$ cat src/sv/ffba_pkg.sv
// ----------------------------------------------------------------------------
// ffba_pkg
// Shared types and constants for the first-fit block allocator.
// ----------------------------------------------------------------------------
package ffba_pkg;

  localparam int ADDR_W           = 20;
  localparam int SIZE_W           = 16;
  localparam int STATUS_W         = 3;
  localparam int MAX_BLOCKS_DEF   = 64;
  localparam int HEADER_BYTES_DEF = 16;
  localparam logic [ADDR_W-1:0] HEAP_LIMIT_RST = 20'd65536;

  typedef enum logic {
    CMD_ALLOC   = 1'b0,
    CMD_RELEASE = 1'b1
  } cmd_t;

  typedef enum logic [STATUS_W-1:0] {
    ST_ALLOCATED = 3'd0,
    ST_NO_MEMORY = 3'd1,
    ST_RELEASED  = 3'd2,
    ST_NULL      = 3'd3,
    ST_UNKNOWN   = 3'd4
  } status_t;

  typedef enum logic [1:0] {
    S_IDLE,
    S_SCAN,
    S_RESULT
  } state_t;

  // one table entry as stored in the block table ram
  typedef struct packed {
    logic [ADDR_W-1:0] start;
    logic [SIZE_W-1:0] size;
    logic              is_free;
  } entry_t;

  // finished result handed from the controller to the output register
  typedef struct packed {
    logic              vld;
    status_t           status;
    logic [ADDR_W-1:0] paddr;
  } res_t;

endpackage

$ cat src/sv/ffba_if.sv
// ----------------------------------------------------------------------------
// ffba channel interfaces
// Request, result and configuration channels with valid/ready handshake.
// ----------------------------------------------------------------------------
interface ffba_in_if import ffba_pkg::*; ();
  logic              valid;
  logic              ready;
  logic              command;
  logic [SIZE_W-1:0] request_size;
  logic [ADDR_W-1:0] block_address;

  modport source (output valid, command, request_size, block_address, input ready);
  modport sink   (input valid, command, request_size, block_address, output ready);
endinterface

interface ffba_out_if import ffba_pkg::*; ();
  logic                valid;
  logic                ready;
  logic [STATUS_W-1:0] status;
  logic [ADDR_W-1:0]   payload_address;

  modport source (output valid, status, payload_address, input ready);
  modport sink   (input valid, status, payload_address, output ready);
endinterface

interface ffba_cfg_if import ffba_pkg::*; ();
  logic              valid;
  logic              ready;
  logic [ADDR_W-1:0] heap_limit;

  modport source (output valid, heap_limit, input ready);
  modport sink   (input valid, heap_limit, output ready);
endinterface

$ cat src/sv/ffba_ram.sv
// ----------------------------------------------------------------------------
// ffba_ram
// Generic simple dual-port ram, one write and one registered read port.
// ----------------------------------------------------------------------------
module ffba_ram #(
  parameter int WIDTH = 8,
  parameter int DEPTH = 64
) (
  input  logic                                  clk,
  input  logic                                  wr_en,
  input  logic [(DEPTH > 1 ? $clog2(DEPTH) : 1)-1:0] wr_addr,
  input  logic [WIDTH-1:0]                      wr_data,
  input  logic                                  rd_en,
  input  logic [(DEPTH > 1 ? $clog2(DEPTH) : 1)-1:0] rd_addr,
  output logic [WIDTH-1:0]                      rd_data
);

  logic [WIDTH-1:0] mem [DEPTH];

  always_ff @(posedge clk) begin
    if (wr_en) begin
      mem[wr_addr] <= wr_data;
    end
    if (rd_en) begin
      rd_data <= mem[rd_addr];
    end
  end

endmodule

$ cat src/sv/ffba_ctrl.sv
// ----------------------------------------------------------------------------
// ffba_ctrl
// Request sequencer: scans the block table one entry per cycle, then
// updates the hit entry, appends a new block at the heap top, or reports a miss.
// ----------------------------------------------------------------------------
module ffba_ctrl import ffba_pkg::*; #(
  parameter int MAX_BLOCKS   = MAX_BLOCKS_DEF,
  parameter int HEADER_BYTES = HEADER_BYTES_DEF,
  localparam int IDX_W = (MAX_BLOCKS > 1) ? $clog2(MAX_BLOCKS) : 1
) (
  input  logic                      clk,
  input  logic                      rst_n,
  ffba_in_if.sink                   in_chan,
  input  logic [ADDR_W-1:0]         heap_limit,
  output res_t                      res,
  input  logic                      res_rdy,
  output logic                      ram_rd_en,
  output logic [IDX_W-1:0]          ram_rd_addr,
  input  logic [$bits(entry_t)-1:0] ram_rd_data,
  output logic                      ram_wr_en,
  output logic [IDX_W-1:0]          ram_wr_addr,
  output logic [$bits(entry_t)-1:0] ram_wr_data
);

  localparam int CNT_W = $clog2(MAX_BLOCKS + 1);
  localparam int END_W = ADDR_W + 1;

  state_t            state_r, state_nxt;
  cmd_t              cmd_r, cmd_nxt;
  logic [SIZE_W-1:0] req_r, req_nxt;
  logic [ADDR_W-1:0] addr_r, addr_nxt;
  logic [CNT_W-1:0]  rd_idx_r, rd_idx_nxt;
  logic [IDX_W-1:0]  cmp_idx_r, cmp_idx_nxt;
  logic              pend_r, pend_nxt;
  logic [CNT_W-1:0]  count_r, count_nxt;
  logic [ADDR_W-1:0] top_r, top_nxt;
  status_t           status_r, status_nxt;
  logic [ADDR_W-1:0] paddr_r, paddr_nxt;

  entry_t            ent, wr_ent;
  logic [END_W-1:0]  ent_paddr_full;
  logic [END_W-1:0]  new_end;
  logic              alloc_hit, rel_hit, hit, scan_done, table_full, fits;
  logic              in_fire, null_req;

  assign in_fire  = in_chan.valid && in_chan.ready;
  assign null_req = (cmd_t'(in_chan.command) == CMD_RELEASE) &&
                    (in_chan.block_address == '0);

  assign ent            = entry_t'(ram_rd_data);
  assign ent_paddr_full = {1'b0, ent.start} + END_W'(HEADER_BYTES);
  assign alloc_hit      = ent.is_free && (ent.size >= req_r);
  assign rel_hit        = ent_paddr_full == {1'b0, addr_r};
  assign hit            = pend_r && ((cmd_r == CMD_RELEASE) ? rel_hit : alloc_hit);
  assign scan_done      = !pend_r && (rd_idx_r >= count_r);
  assign new_end        = {1'b0, top_r} + END_W'(HEADER_BYTES) + END_W'(req_r);
  assign table_full     = count_r >= CNT_W'(MAX_BLOCKS);
  assign fits           = new_end <= {1'b0, heap_limit};

  // next state
  always_comb begin
    state_nxt = state_r;
    unique case (state_r)
      S_IDLE: begin
        if (in_chan.valid) begin
          state_nxt = null_req ? S_RESULT : S_SCAN;
        end
      end
      S_SCAN: begin
        if (hit || scan_done) begin
          state_nxt = S_RESULT;
        end
      end
      S_RESULT: begin
        if (res_rdy) begin
          state_nxt = S_IDLE;
        end
      end
      default: state_nxt = S_IDLE;
    endcase
  end

  // outputs and datapath
  always_comb begin
    in_chan.ready = 1'b0;
    cmd_nxt       = cmd_r;
    req_nxt       = req_r;
    addr_nxt      = addr_r;
    rd_idx_nxt    = rd_idx_r;
    cmp_idx_nxt   = cmp_idx_r;
    pend_nxt      = pend_r;
    count_nxt     = count_r;
    top_nxt       = top_r;
    status_nxt    = status_r;
    paddr_nxt     = paddr_r;
    ram_rd_en     = 1'b0;
    ram_rd_addr   = rd_idx_r[IDX_W-1:0];
    ram_wr_en     = 1'b0;
    ram_wr_addr   = cmp_idx_r;
    wr_ent        = ent;
    res.vld       = 1'b0;
    res.status    = status_r;
    res.paddr     = paddr_r;

    unique case (state_r)
      S_IDLE: begin
        in_chan.ready = 1'b1;
        if (in_fire) begin
          cmd_nxt    = cmd_t'(in_chan.command);
          req_nxt    = in_chan.request_size;
          addr_nxt   = in_chan.block_address;
          rd_idx_nxt = '0;
          pend_nxt   = 1'b0;
          status_nxt = ST_NULL;
          paddr_nxt  = '0;
        end
      end
      S_SCAN: begin
        // keep one read in flight ahead of the compare
        if (rd_idx_r < count_r) begin
          ram_rd_en   = 1'b1;
          rd_idx_nxt  = rd_idx_r + CNT_W'(1);
          cmp_idx_nxt = rd_idx_r[IDX_W-1:0];
          pend_nxt    = 1'b1;
        end else begin
          pend_nxt = 1'b0;
        end

        priority if (hit) begin
          ram_wr_en      = 1'b1;
          ram_wr_addr    = cmp_idx_r;
          wr_ent.is_free = (cmd_r == CMD_RELEASE);
          if (cmd_r == CMD_RELEASE) begin
            status_nxt = ST_RELEASED;
            paddr_nxt  = '0;
          end else begin
            status_nxt = ST_ALLOCATED;
            paddr_nxt  = ent_paddr_full[ADDR_W-1:0];
          end
        end else if (scan_done) begin
          paddr_nxt = '0;
          if (cmd_r == CMD_RELEASE) begin
            status_nxt = ST_UNKNOWN;
          end else if (table_full || !fits) begin
            status_nxt = ST_NO_MEMORY;
          end else begin
            // append a fresh block at the heap top
            ram_wr_en      = 1'b1;
            ram_wr_addr    = count_r[IDX_W-1:0];
            wr_ent.start   = top_r;
            wr_ent.size    = req_r;
            wr_ent.is_free = 1'b0;
            count_nxt      = count_r + CNT_W'(1);
            top_nxt        = new_end[ADDR_W-1:0];
            status_nxt     = ST_ALLOCATED;
            paddr_nxt      = top_r + ADDR_W'(HEADER_BYTES);
          end
        end
      end
      S_RESULT: begin
        res.vld = 1'b1;
      end
      default: begin
        res.vld = 1'b0;
      end
    endcase
  end

  assign ram_wr_data = wr_ent;

  always_ff @(posedge clk) begin
    if (!rst_n) begin
      state_r <= S_IDLE;
      pend_r  <= 1'b0;
      count_r <= '0;
      top_r   <= '0;
    end else begin
      state_r <= state_nxt;
      pend_r  <= pend_nxt;
      count_r <= count_nxt;
      top_r   <= top_nxt;
    end
  end

  always_ff @(posedge clk) begin
    cmd_r     <= cmd_nxt;
    req_r     <= req_nxt;
    addr_r    <= addr_nxt;
    rd_idx_r  <= rd_idx_nxt;
    cmp_idx_r <= cmp_idx_nxt;
    status_r  <= status_nxt;
    paddr_r   <= paddr_nxt;
  end

`ifndef ASSERT_OFF
  a_count_bound: assert property (@(posedge clk) disable iff (!rst_n)
    count_r <= CNT_W'(MAX_BLOCKS))
    else $error("block count beyond table depth");

  a_wr_in_scan: assert property (@(posedge clk) disable iff (!rst_n)
    ram_wr_en |-> (state_r == S_SCAN))
    else $error("table write outside scan");

  a_null_release: assert property (@(posedge clk) disable iff (!rst_n)
    (in_fire && null_req) |=> (state_r == S_RESULT && status_r == ST_NULL))
    else $error("null release not answered directly");

  a_result_hold: assert property (@(posedge clk) disable iff (!rst_n)
    (state_r == S_RESULT && !res_rdy) |=>
      (state_r == S_RESULT && $stable(paddr_r) && $stable(status_r)))
    else $error("pending result lost");
`endif

endmodule

$ cat src/sv/first_fit_block_allocator_unit.sv
// scan: the table ram is read one entry per cycle until a hit or the end
// of the table.
// requests: one at a time; the next is taken once the result has moved
// into the output register.
// reset: block count, heap top and output valid clear, heap_limit returns to
// 65536; the block table needs no clearing pass.
// ----------------------------------------------------------------------------
// first_fit_block_allocator_unit
// First-fit heap block allocator with an address-ordered block table in ram.
// ----------------------------------------------------------------------------
module first_fit_block_allocator_unit import ffba_pkg::*; #(
  parameter int MAX_BLOCKS   = MAX_BLOCKS_DEF,
  parameter int HEADER_BYTES = HEADER_BYTES_DEF
) (
  input  logic        clk,
  input  logic        rst_n,
  ffba_in_if.sink     in_chan,
  ffba_out_if.source  out_chan,
  ffba_cfg_if.sink    cfg_chan
);

  localparam int IDX_W = (MAX_BLOCKS > 1) ? $clog2(MAX_BLOCKS) : 1;
  localparam int ENT_W = $bits(entry_t);

  logic [ADDR_W-1:0]   heap_limit_r;
  logic                out_valid_r;
  logic [STATUS_W-1:0] out_status_r;
  logic [ADDR_W-1:0]   out_paddr_r;

  res_t                res;
  logic                res_rdy;
  logic                ram_rd_en, ram_wr_en;
  logic [IDX_W-1:0]    ram_rd_addr, ram_wr_addr;
  logic [ENT_W-1:0]    ram_rd_data, ram_wr_data;

  assign cfg_chan.ready = 1'b1;

  always_ff @(posedge clk) begin
    if (!rst_n) begin
      heap_limit_r <= HEAP_LIMIT_RST;
    end else if (cfg_chan.valid && cfg_chan.ready) begin
      heap_limit_r <= cfg_chan.heap_limit;
    end
  end

  ffba_ram #(
    .WIDTH (ENT_W),
    .DEPTH (MAX_BLOCKS)
  ) u_table (
    .clk     (clk),
    .wr_en   (ram_wr_en),
    .wr_addr (ram_wr_addr),
    .wr_data (ram_wr_data),
    .rd_en   (ram_rd_en),
    .rd_addr (ram_rd_addr),
    .rd_data (ram_rd_data)
  );

  ffba_ctrl #(
    .MAX_BLOCKS   (MAX_BLOCKS),
    .HEADER_BYTES (HEADER_BYTES)
  ) u_ctrl (
    .clk         (clk),
    .rst_n       (rst_n),
    .in_chan     (in_chan),
    .heap_limit  (heap_limit_r),
    .res         (res),
    .res_rdy     (res_rdy),
    .ram_rd_en   (ram_rd_en),
    .ram_rd_addr (ram_rd_addr),
    .ram_rd_data (ram_rd_data),
    .ram_wr_en   (ram_wr_en),
    .ram_wr_addr (ram_wr_addr),
    .ram_wr_data (ram_wr_data)
  );

  // output register frees the sequencer while the result waits
  assign res_rdy = !out_valid_r || out_chan.ready;

  always_ff @(posedge clk) begin
    if (!rst_n) begin
      out_valid_r <= 1'b0;
    end else if (res_rdy) begin
      out_valid_r <= res.vld;
    end
  end

  always_ff @(posedge clk) begin
    if (res_rdy && res.vld) begin
      out_status_r <= res.status;
      out_paddr_r  <= res.paddr;
    end
  end

  assign out_chan.valid           = out_valid_r;
  assign out_chan.status          = out_status_r;
  assign out_chan.payload_address = out_paddr_r;

endmodule

$ cat src/flat_wrapper.sv
// flat-port wrapper written by rule: the top's interface ports become plain ports
module first_fit_block_allocator_unit_flat import ffba_pkg::*;
#(
  parameter int MAX_BLOCKS   = MAX_BLOCKS_DEF,
  parameter int HEADER_BYTES = HEADER_BYTES_DEF
)
  (clk, rst_n, in_chan_valid, in_chan_command, in_chan_request_size, in_chan_block_address, in_chan_ready, out_chan_valid, out_chan_status, out_chan_payload_address, out_chan_ready, cfg_chan_valid, cfg_chan_heap_limit, cfg_chan_ready);
  ffba_in_if in_chan_i ();
  ffba_out_if out_chan_i ();
  ffba_cfg_if cfg_chan_i ();
  input  logic clk;
  input  logic rst_n;
  input wire logic [$bits(in_chan_i.valid)-1:0] in_chan_valid;
  input wire logic [$bits(in_chan_i.command)-1:0] in_chan_command;
  input wire logic [$bits(in_chan_i.request_size)-1:0] in_chan_request_size;
  input wire logic [$bits(in_chan_i.block_address)-1:0] in_chan_block_address;
  output wire logic [$bits(in_chan_i.ready)-1:0] in_chan_ready;
  output wire logic [$bits(out_chan_i.valid)-1:0] out_chan_valid;
  output wire logic [$bits(out_chan_i.status)-1:0] out_chan_status;
  output wire logic [$bits(out_chan_i.payload_address)-1:0] out_chan_payload_address;
  input wire logic [$bits(out_chan_i.ready)-1:0] out_chan_ready;
  input wire logic [$bits(cfg_chan_i.valid)-1:0] cfg_chan_valid;
  input wire logic [$bits(cfg_chan_i.heap_limit)-1:0] cfg_chan_heap_limit;
  output wire logic [$bits(cfg_chan_i.ready)-1:0] cfg_chan_ready;
  assign in_chan_i.valid = in_chan_valid;
  assign in_chan_i.command = in_chan_command;
  assign in_chan_i.request_size = in_chan_request_size;
  assign in_chan_i.block_address = in_chan_block_address;
  assign in_chan_ready = in_chan_i.ready;
  assign out_chan_valid = out_chan_i.valid;
  assign out_chan_status = out_chan_i.status;
  assign out_chan_payload_address = out_chan_i.payload_address;
  assign out_chan_i.ready = out_chan_ready;
  assign cfg_chan_i.valid = cfg_chan_valid;
  assign cfg_chan_i.heap_limit = cfg_chan_heap_limit;
  assign cfg_chan_ready = cfg_chan_i.ready;
  first_fit_block_allocator_unit #(.MAX_BLOCKS(MAX_BLOCKS), .HEADER_BYTES(HEADER_BYTES)) u_core (.clk(clk), .rst_n(rst_n), .in_chan(in_chan_i), .out_chan(out_chan_i), .cfg_chan(cfg_chan_i));
endmodule
$ cat config.mk
export PLATFORM = sky130hd
export DESIGN_NAME = first_fit_block_allocator_unit_flat
export DESIGN_NICKNAME = d
export VERILOG_FILES = /design/src/sv/ffba_pkg.sv /design/src/sv/ffba_if.sv /design/src/sv/ffba_ram.sv /design/src/sv/ffba_ctrl.sv /design/src/sv/first_fit_block_allocator_unit.sv /design/src/flat_wrapper.sv
export SDC_FILE = /design/constraint.sdc
export NUM_CORES = 2
export LEC_CHECK = 0
export ABC_CLOCK_PERIOD_IN_PS = 9200
export BUFFER_PORTS_ARGS = -buffer_cell sky130_fd_sc_hd__clkbuf_2
export CAP_MARGIN = 0
export CORE_MARGIN = 1.5
export CORE_UTILIZATION = 63
export CTS_CLUSTER_DIAMETER = 30
export DETAILED_ROUTE_END_ITERATION = 6
export PLACE_DENSITY = 0.79
export SYNTH_ARGS = -nofsm -noshare
export SYNTH_HDL_FRONTEND = slang
export SYNTH_SLANG_ARGS = --single-unit
$ cat constraint.sdc
create_clock -name clk -period 9.2 [get_ports clk]
set_input_delay 0.92 -clock clk [delete_from_list [all_inputs] [get_ports clk]]
set_output_delay 0.92 -clock clk [all_outputs]
set_load 0.05 [all_outputs]
Word-level counts from Yosys, hierarchy flattened

Memories as Yosys holds them, arrays and structs flattened. A register that Yosys moved wholly into a read port is not among the register bits.
Cells that the tools add are included.

Flip-flop bits (word level): 147
Memory bits (writable): 2,368
Input bits: 62
Output and inout bits: 26
Word-level logic and storage cells: 108
Memories kept: 1

Add/sub/neg operators: 6
$lt $le $gt $ge: 5
Eq/ne operators: 9
Mux-type cells: 47
Bitwise gates (word level): 3
Reduce and logical (&&, ||, !) cells: 22

Memory list:

| name               | words | bits a word | read ports | clocked after Yosys merged registers in | write ports | RTL line       | source |
|---|---|---|---|---|---|---|---|
| u_core.u_table.mem | 64    | 37          | 1          | 1                                       | 1           | ffba_ram.sv:18 | `logic [WIDTH-1:0] mem [DEPTH];` |

Operators by type and width:

| operator              | number |
|---|---|
| $mux 37               | 4 |
| $mux 20               | 6 |
| $add 20x5->21 const B | 2 |
| $pmux 20 s2           | 1 |
| $mux 36               | 1 |
| $mux 6                | 5 |
| $add 21x16->21        | 1 |
| $eq 21x20->1          | 1 |
| $le 21x20->1          | 1 |
| $add 20x5->20 const B | 1 |
| $logic_not 20->1      | 1 |
| $ge 16x16->1          | 1 |
| $mux 1                | 15 |
| $add 7x1->7 const B   | 2 |
| $mux 7                | 2 |
| $pmux 7 s2            | 1 |
| $mux 3                | 4 |
| $mux 2                | 5 |
| $reduce_and 3->1      | 3 |
| $ne 2x2->1 const B    | 4 |
| $ge 7x7->1            | 1 |
| $ge 7x7->1 const B    | 1 |
| $lt 7x7->1            | 1 |
| $logic_and 1x1->1     | 6 |
| other kinds (14)      | 22 |

Logic depth before layout (Yosys ltp)

Word-level depth: 12
Gate-level depth with buffers: 23
Mapped depth without buffers: 20

Hierarchy

A second synthesis with hierarchy kept.

Cell total of the unflattened synthesis: 4,815
Area, all modules: 100,004.7 um2

Modules (own cells, without submodules):

| module                         | times used | cells an instance | area each (um2) | seq. area each (um2) |
|---|---|---|---|---|
| ffba_ram                       | 1          | 3,922             | 90,844.6        | 72,219.3 |
| ffba_ctrl                      | 1          | 799               | 7,661.1         | 2,792.7 |
| first_fit_block_allocator_unit | 1          | 94                | 1,498.9         | 1,111.1 |

Least setup slack after synthesis

No wires, ideal clock.

Path kind: register -> register
From: register u_core.u_ctrl.req_r[1]
To: memory u_core.u_table.mem[23][0] (netlist name), enable pin
Library setup time: 0.477 ns
Data arrival time: 7.373 ns
Required time: 8.723 ns
Path slack: 1.350 ns
Stages on the path, launching flop included: 20
Buffers on the path: 1
Period minus slack after synthesis: 7.850 ns
Path through: edfxtp_1 -> ha_1 -> ha_1 -> fa_1 -> a211oi_1 -> o21bai_1 -> a2111o_1 -> a211oi_1 -> o31ai_1 -> nand3_1 -> xnor2_1 -> ha_1 -> a2111oi_0 -> nand2b_1 -> a2111oi_0 -> a21oi_1 -> nor4b_1 -> a22oi_2 -> buf_4 -> nor3_1

Word-level cells in the longest chain between the ends: 11
Elaborated cells between the ends (all ways): 20
Those cells by class: add/sub: 1; order compare: 2; mux: 13; reduce/logical: 4

Ends and longest elaborated chain:

| what                                | RTL line         | source |
|---|---|---|
| start, declared                     | ffba_ctrl.sv:30  | `logic [SIZE_W-1:0] req_r, req_nxt;` |
| start signal, assigned              | ffba_ctrl.sv:187 | `req_r <= req_nxt;` |
| $add 21x16->21 (*)                  | ffba_ctrl.sv:56  | `assign new_end = {1'b0, top_r} + END_W'(HEADER_BYTES) + END_W'(req_r);` |
| named net u_core.u_ctrl.new_end[19] | ffba_ctrl.sv:42  | `logic [END_W-1:0] new_end;` |
| $le 21x20->1 (*)                    | ffba_ctrl.sv:58  | `assign fits = new_end <= {1'b0, heap_limit};` |
| $logic_not 1->1 (*)                 | ffba_ctrl.sv:144 | `end else if (table_full \|\| !fits) begin` |
| $logic_or 1x1->1 (*)                | ffba_ctrl.sv:144 |  |
| $mux 1                              | ffba_ctrl.sv:144 |  |
| $mux 1                              | ffba_ctrl.sv:142 | `if (cmd_r == CMD_RELEASE) begin` |
| $mux 1                              | ffba_ctrl.sv:140 | `end else if (scan_done) begin` |
| $mux 1                              | ffba_ctrl.sv:129 | `priority if (hit) begin` |
| $mux 1                              | ffba_ctrl.sv:105 | `unique case (state_r)` |
| $mux 1                              | ffba_ram.sv:21   | `if (wr_en) begin` |
| $mux 1 (not written as such)        | ffba_ram.sv:22   | `mem[wr_addr] <= wr_data;` |
| end, declared                       | ffba_ram.sv:18   |  |

The timed path passes the listed nets; every way through them passes the cells marked *.

Worst setup path in the final report

From: register u_core.u_ctrl.req_r[1]
To: memory u_core.u_table.mem[30][2] (netlist name), enable pin

Same word-level chain as after synthesis.

==> impl_metrics.csv <==
group,metric,value,unit
status,status,"finished, violations left",
status,violations,"DRC",
timing,final-setup-viol-count,0,
detailed_routing,wl,298,mm
cts,ctsResizeCount,0,
detailed_routing,drc_errors,19,
logic_synthesis,ys_warn_count,0,
logic_synthesis,synth_nets,4628,
logic_synthesis,netlist.area_leader.share,74.8,%
global_routing,grt_max_degree,137,
cts,cts_tree,"yes",
hold_path,hp-start,"in_chan_request_size[15]",
setup_path,r2r-start,"u_core.u_ctrl.req_r[1]$_DFFE_PP_",
setup_path,cp_max_fo,42,
setup_path,end_kind,"flop",
timing,finalCritPeriodShare,84.8,%
logic_synthesis,ys_seq_area_share,75.8,%
detailed_routing,firstDrtPassIters,7,
logic_synthesis,synth_area,100000,µm²
cts,cts_root_buffer,"clkbuf_16",
setup_path,r2r_setup_slack,1.40,ns
layout,nets,5075,
setup_path,path_buf_inv,2,
logic_synthesis,synth-seq-cells,2552,
setup_path,cp_top_family,"compound AO/OA/AOI/OAI gates",
cts,clockBufferDepth,4,
logic_synthesis,ys.flop_type,"edfxtp_1",
cts,holdBufCountCts,0,
setup_path,crit_top_cell,"ha_1",
placement,postPlaceCellArea,105000,µm²
global_routing,grt_pass1_vias,54800,
layout,area_growth,18.9,%
cts,path_clk_slew,0.05,ns
run,maxCapViolations,0,
logic_synthesis,netlist_instances,4485,
cts,clk_latency,1.00,ns
logic_synthesis,yosys-top-cells-area,"edfxtp_1 (75%), mux4_2 (17%), dfxtp_1 (1.0%)",
logic_synthesis,avgSynthCellArea,22.4,µm²
placement,place_ws,1.64,ns
setup_path,r2r_end,"u_core.u_table.mem[30][2]$_DFFE_PP_",
global_routing,grt.overflow.total,0,
timing,hold_viol_final,0,
floorplanning,dieHeight,402,µm
cts,numCtsBuffers,436,
detailed_routing,via_per_inst,7.39,
floorplanning,placementRows,146,
floorplanning,io_pins,88,
cts,htree_num_levels,5,
detailed_routing,vias,54500,
timing,period_needed,7.80,ns
floorplanning,dieArea,162000,µm²
timing,fin_skew,0.101,ns
detailed_routing,drt_iter0_markers,9173,
logic_synthesis,async_flop_share,0,%
floorplanning,die_x,402,µm
timing,final.setup.tns,0,ns
hold_path,worstHoldPathCells,1,
layout,design_area,119000,µm²
setup_path,crit_arrival,8.39,ns
timing,final_max_slew_viol_count,0,
setup_path,r2r_cells,20,
setup_path,critical_path_class,"flop to flop",
hold_path,min_path_type,"primary input to flop",
timing,maxSlewHeadroom,1.58,%
pwr,leakagePower,38.5,nW
cts,cts_sinks,2552,
floorplanning,start_util,63.4,%
setup_path,max_stage_delay,0.92,ns
layout,drive_gt1_share,35.2,%
setup_path,path_cells,"ha_1, ha_1, fa_1, a211oi_1, o21bai_1, a2111o_1, a211oi_1, o31ai_1, nand3_1, xnor2_1, ha_1, a2111oi_0, nand2b_1, a2111oi_0, a21oi_1, buf_4, or3_4, mux2i_1, nor3_2, buf_4",
global_routing,track_usage,37.5,%
setup_path,critPathRequiredTime,9.79,ns
global_routing,grt_pass1_wl,422,mm
placement,port_buffers,86,
pwr,ir_worst_vdd,0.231,mV
layout,fillers,7477,
logic_synthesis,synth_edf_count,2501,
pwr,total_power,32.7,mW
hold_path,min_to,"u_core.u_ctrl.req_r[15]$_DFFE_PP_",
logic_synthesis,yosysTopAreaCell,"edfxtp_1",
detailed_routing,ant_nets,0,
placement,place.gp.congestion,0.947,
setup_path,slowest_stage,"nor3_2",
logic_synthesis,synth_cell_types,78,
cts,cts_setup_buffers,0,
timing,worst_pin_slew,1.48,ns
placement,hpwl,144,mm
floorplanning,coreArea,158000,µm²
timing,rsz0062_at_grt,"no",
setup_path,critPathLaunchType,"flop",
timing,worst_slack,1.40,ns
global_routing,antenna_found_initial,30,
detailed_routing,wl_per_cell,40.5,µm
pwr,powerDensity,274,nW/µm²
timing,fmax,128,MHz
==> kinds of logic (layout without fill, tap and decap cells) <==
logic type / Yosys count / after routing / synth area share, %
simple gates: 452 / 452 / 2.19
mux: 815 / 815 / 17.8
fa+ha+maj: 81 / 81 / 1.02
xor+xnor: 72 / 72 / 0.628
other cells: 1 / 14 / 0.00374
buf+inv: 292 / 1097 / 1.13
compound gates: 220 / 220 / 1.37
flops: 2552 / 2552 / 75.8
==> state kept, by name (all words and copies together) (netlist names), 7 cells and up <==
| signal | flops |
|---|---|
| u_core.heap_limit_r | 20 |
| u_core.out_chan.payload_address | 20 |
| u_core.u_ctrl.addr_r | 20 |
| u_core.u_ctrl.count_r | 7 |
| u_core.u_ctrl.paddr_r | 20 |
| u_core.u_ctrl.rd_idx_r | 7 |
| u_core.u_ctrl.req_r | 16 |
| u_core.u_ctrl.top_r | 20 |
| u_core.u_table.mem | 2368 |
| u_core.u_table.rd_data | 37 |
==> area by class of cell <==
cell class / instances / area, µm² / area share [%]
Antenna cell: 13 / 32.5 / 0.0272
Clock inverter: 315 / 3560 / 2.98
Clock buffer: 481 / 11200 / 9.34
Multi-Input combinational cell: 1641 / 23900 / 20.0
Tap cell: 2072 / 2590 / 2.17
Inverter: 60 / 225 / 0.189
Timing Repair Buffer: 241 / 1820 / 1.52
Sequential cell: 2552 / 76100 / 63.8
==> power by group <==
part           leakage (nW)  total, mW  switching [mW]  internal (mW)
clock network          7.07       16.5            6.02           10.4
logic                  8.40       3.08            1.94           1.14
registers              23.0       13.1          0.0733           13.1
==> how the worst max path moves through the flow <==
stage                                                start  cells after the start                                  end
final                     u_core.u_ctrl.req_r[1]$_DFFE_PP_                     20  u_core.u_table.mem[30][2]$_DFFE_PP_
after CTS                 u_core.u_ctrl.req_r[1]$_DFFE_PP_                     20  u_core.u_table.mem[30][2]$_DFFE_PP_
after global placement    u_core.u_ctrl.req_r[1]$_DFFE_PP_                     20  u_core.u_table.mem[30][6]$_DFFE_PP_
after floorplan           u_core.u_ctrl.req_r[1]$_DFFE_PP_                     19  u_core.u_table.mem[23][0]$_DFFE_PP_
after global routing      u_core.u_ctrl.req_r[1]$_DFFE_PP_                     21  u_core.u_table.mem[30][2]$_DFFE_PP_
after detailed placement  u_core.u_ctrl.req_r[1]$_DFFE_PP_                     20  u_core.u_table.mem[30][2]$_DFFE_PP_
==> through the flow <==
stage               std cells  hold slack (ns)  utilization (%)
CTS                      7360            0.136             75.4
global route             7362            0.165             75.4
finish                   7375            0.173             75.5
detailed placement       6564            0.405             66.1
global placement         6564            0.402             66.1
floorplan                4485            0.400                -
==> metal layers <==
layer | global-route usage (%) | wire, µm | up-vias
met3 | 10.9 | 38600 | 1133
met2 | 58.2 | 142000 | 5186
met5 | 0 | 190 | -
met4 | 18.4 | 17500 | 30
met1 | 49.4 | 100000 | 28100
li1 | - | - | 20100
==> synth_stat cells, drive strengths merged, types with 18 or more instances <==
master and count:
edfxtp 2501, mux4 777, nand2 151, clkbuf 144
nor2 102, buf 88, a21oi 84, ha 80
nor3 65, inv 60, dfxtp 51, xnor2 48
o21ai 47, mux2i 37, nand3 31, xor2 24
a22oi 23, nor4 18
==> placed cells by master, fill, tap and decap left out, types with 23 or more instances in the layout <==
master,Yosys,layout
a21oi_1,84,60
a21oi_4,0,23
buf_4,4,137
bufinv_16,0,59
clkbuf_1,144,41
clkbuf_16,0,439
clkbuf_2,0,86
clkinv_1,0,36
clkinv_2,0,68
clkinv_4,0,49
clkinvlp_4,0,54
dfxtp_1,51,51
edfxtp_1,2501,2501
ha_1,80,80
inv_1,60,59
inv_6,0,40
mux2i_1,35,35
mux4_2,777,777
nand2_1,151,139
nand3_1,30,30
nor2_1,102,102
nor3_1,63,25
nor3_2,1,39
o21ai_0,24,24
xnor2_1,48,48
xor2_1,24,24
No activity file was read; power rests on OpenSTA's default activity.
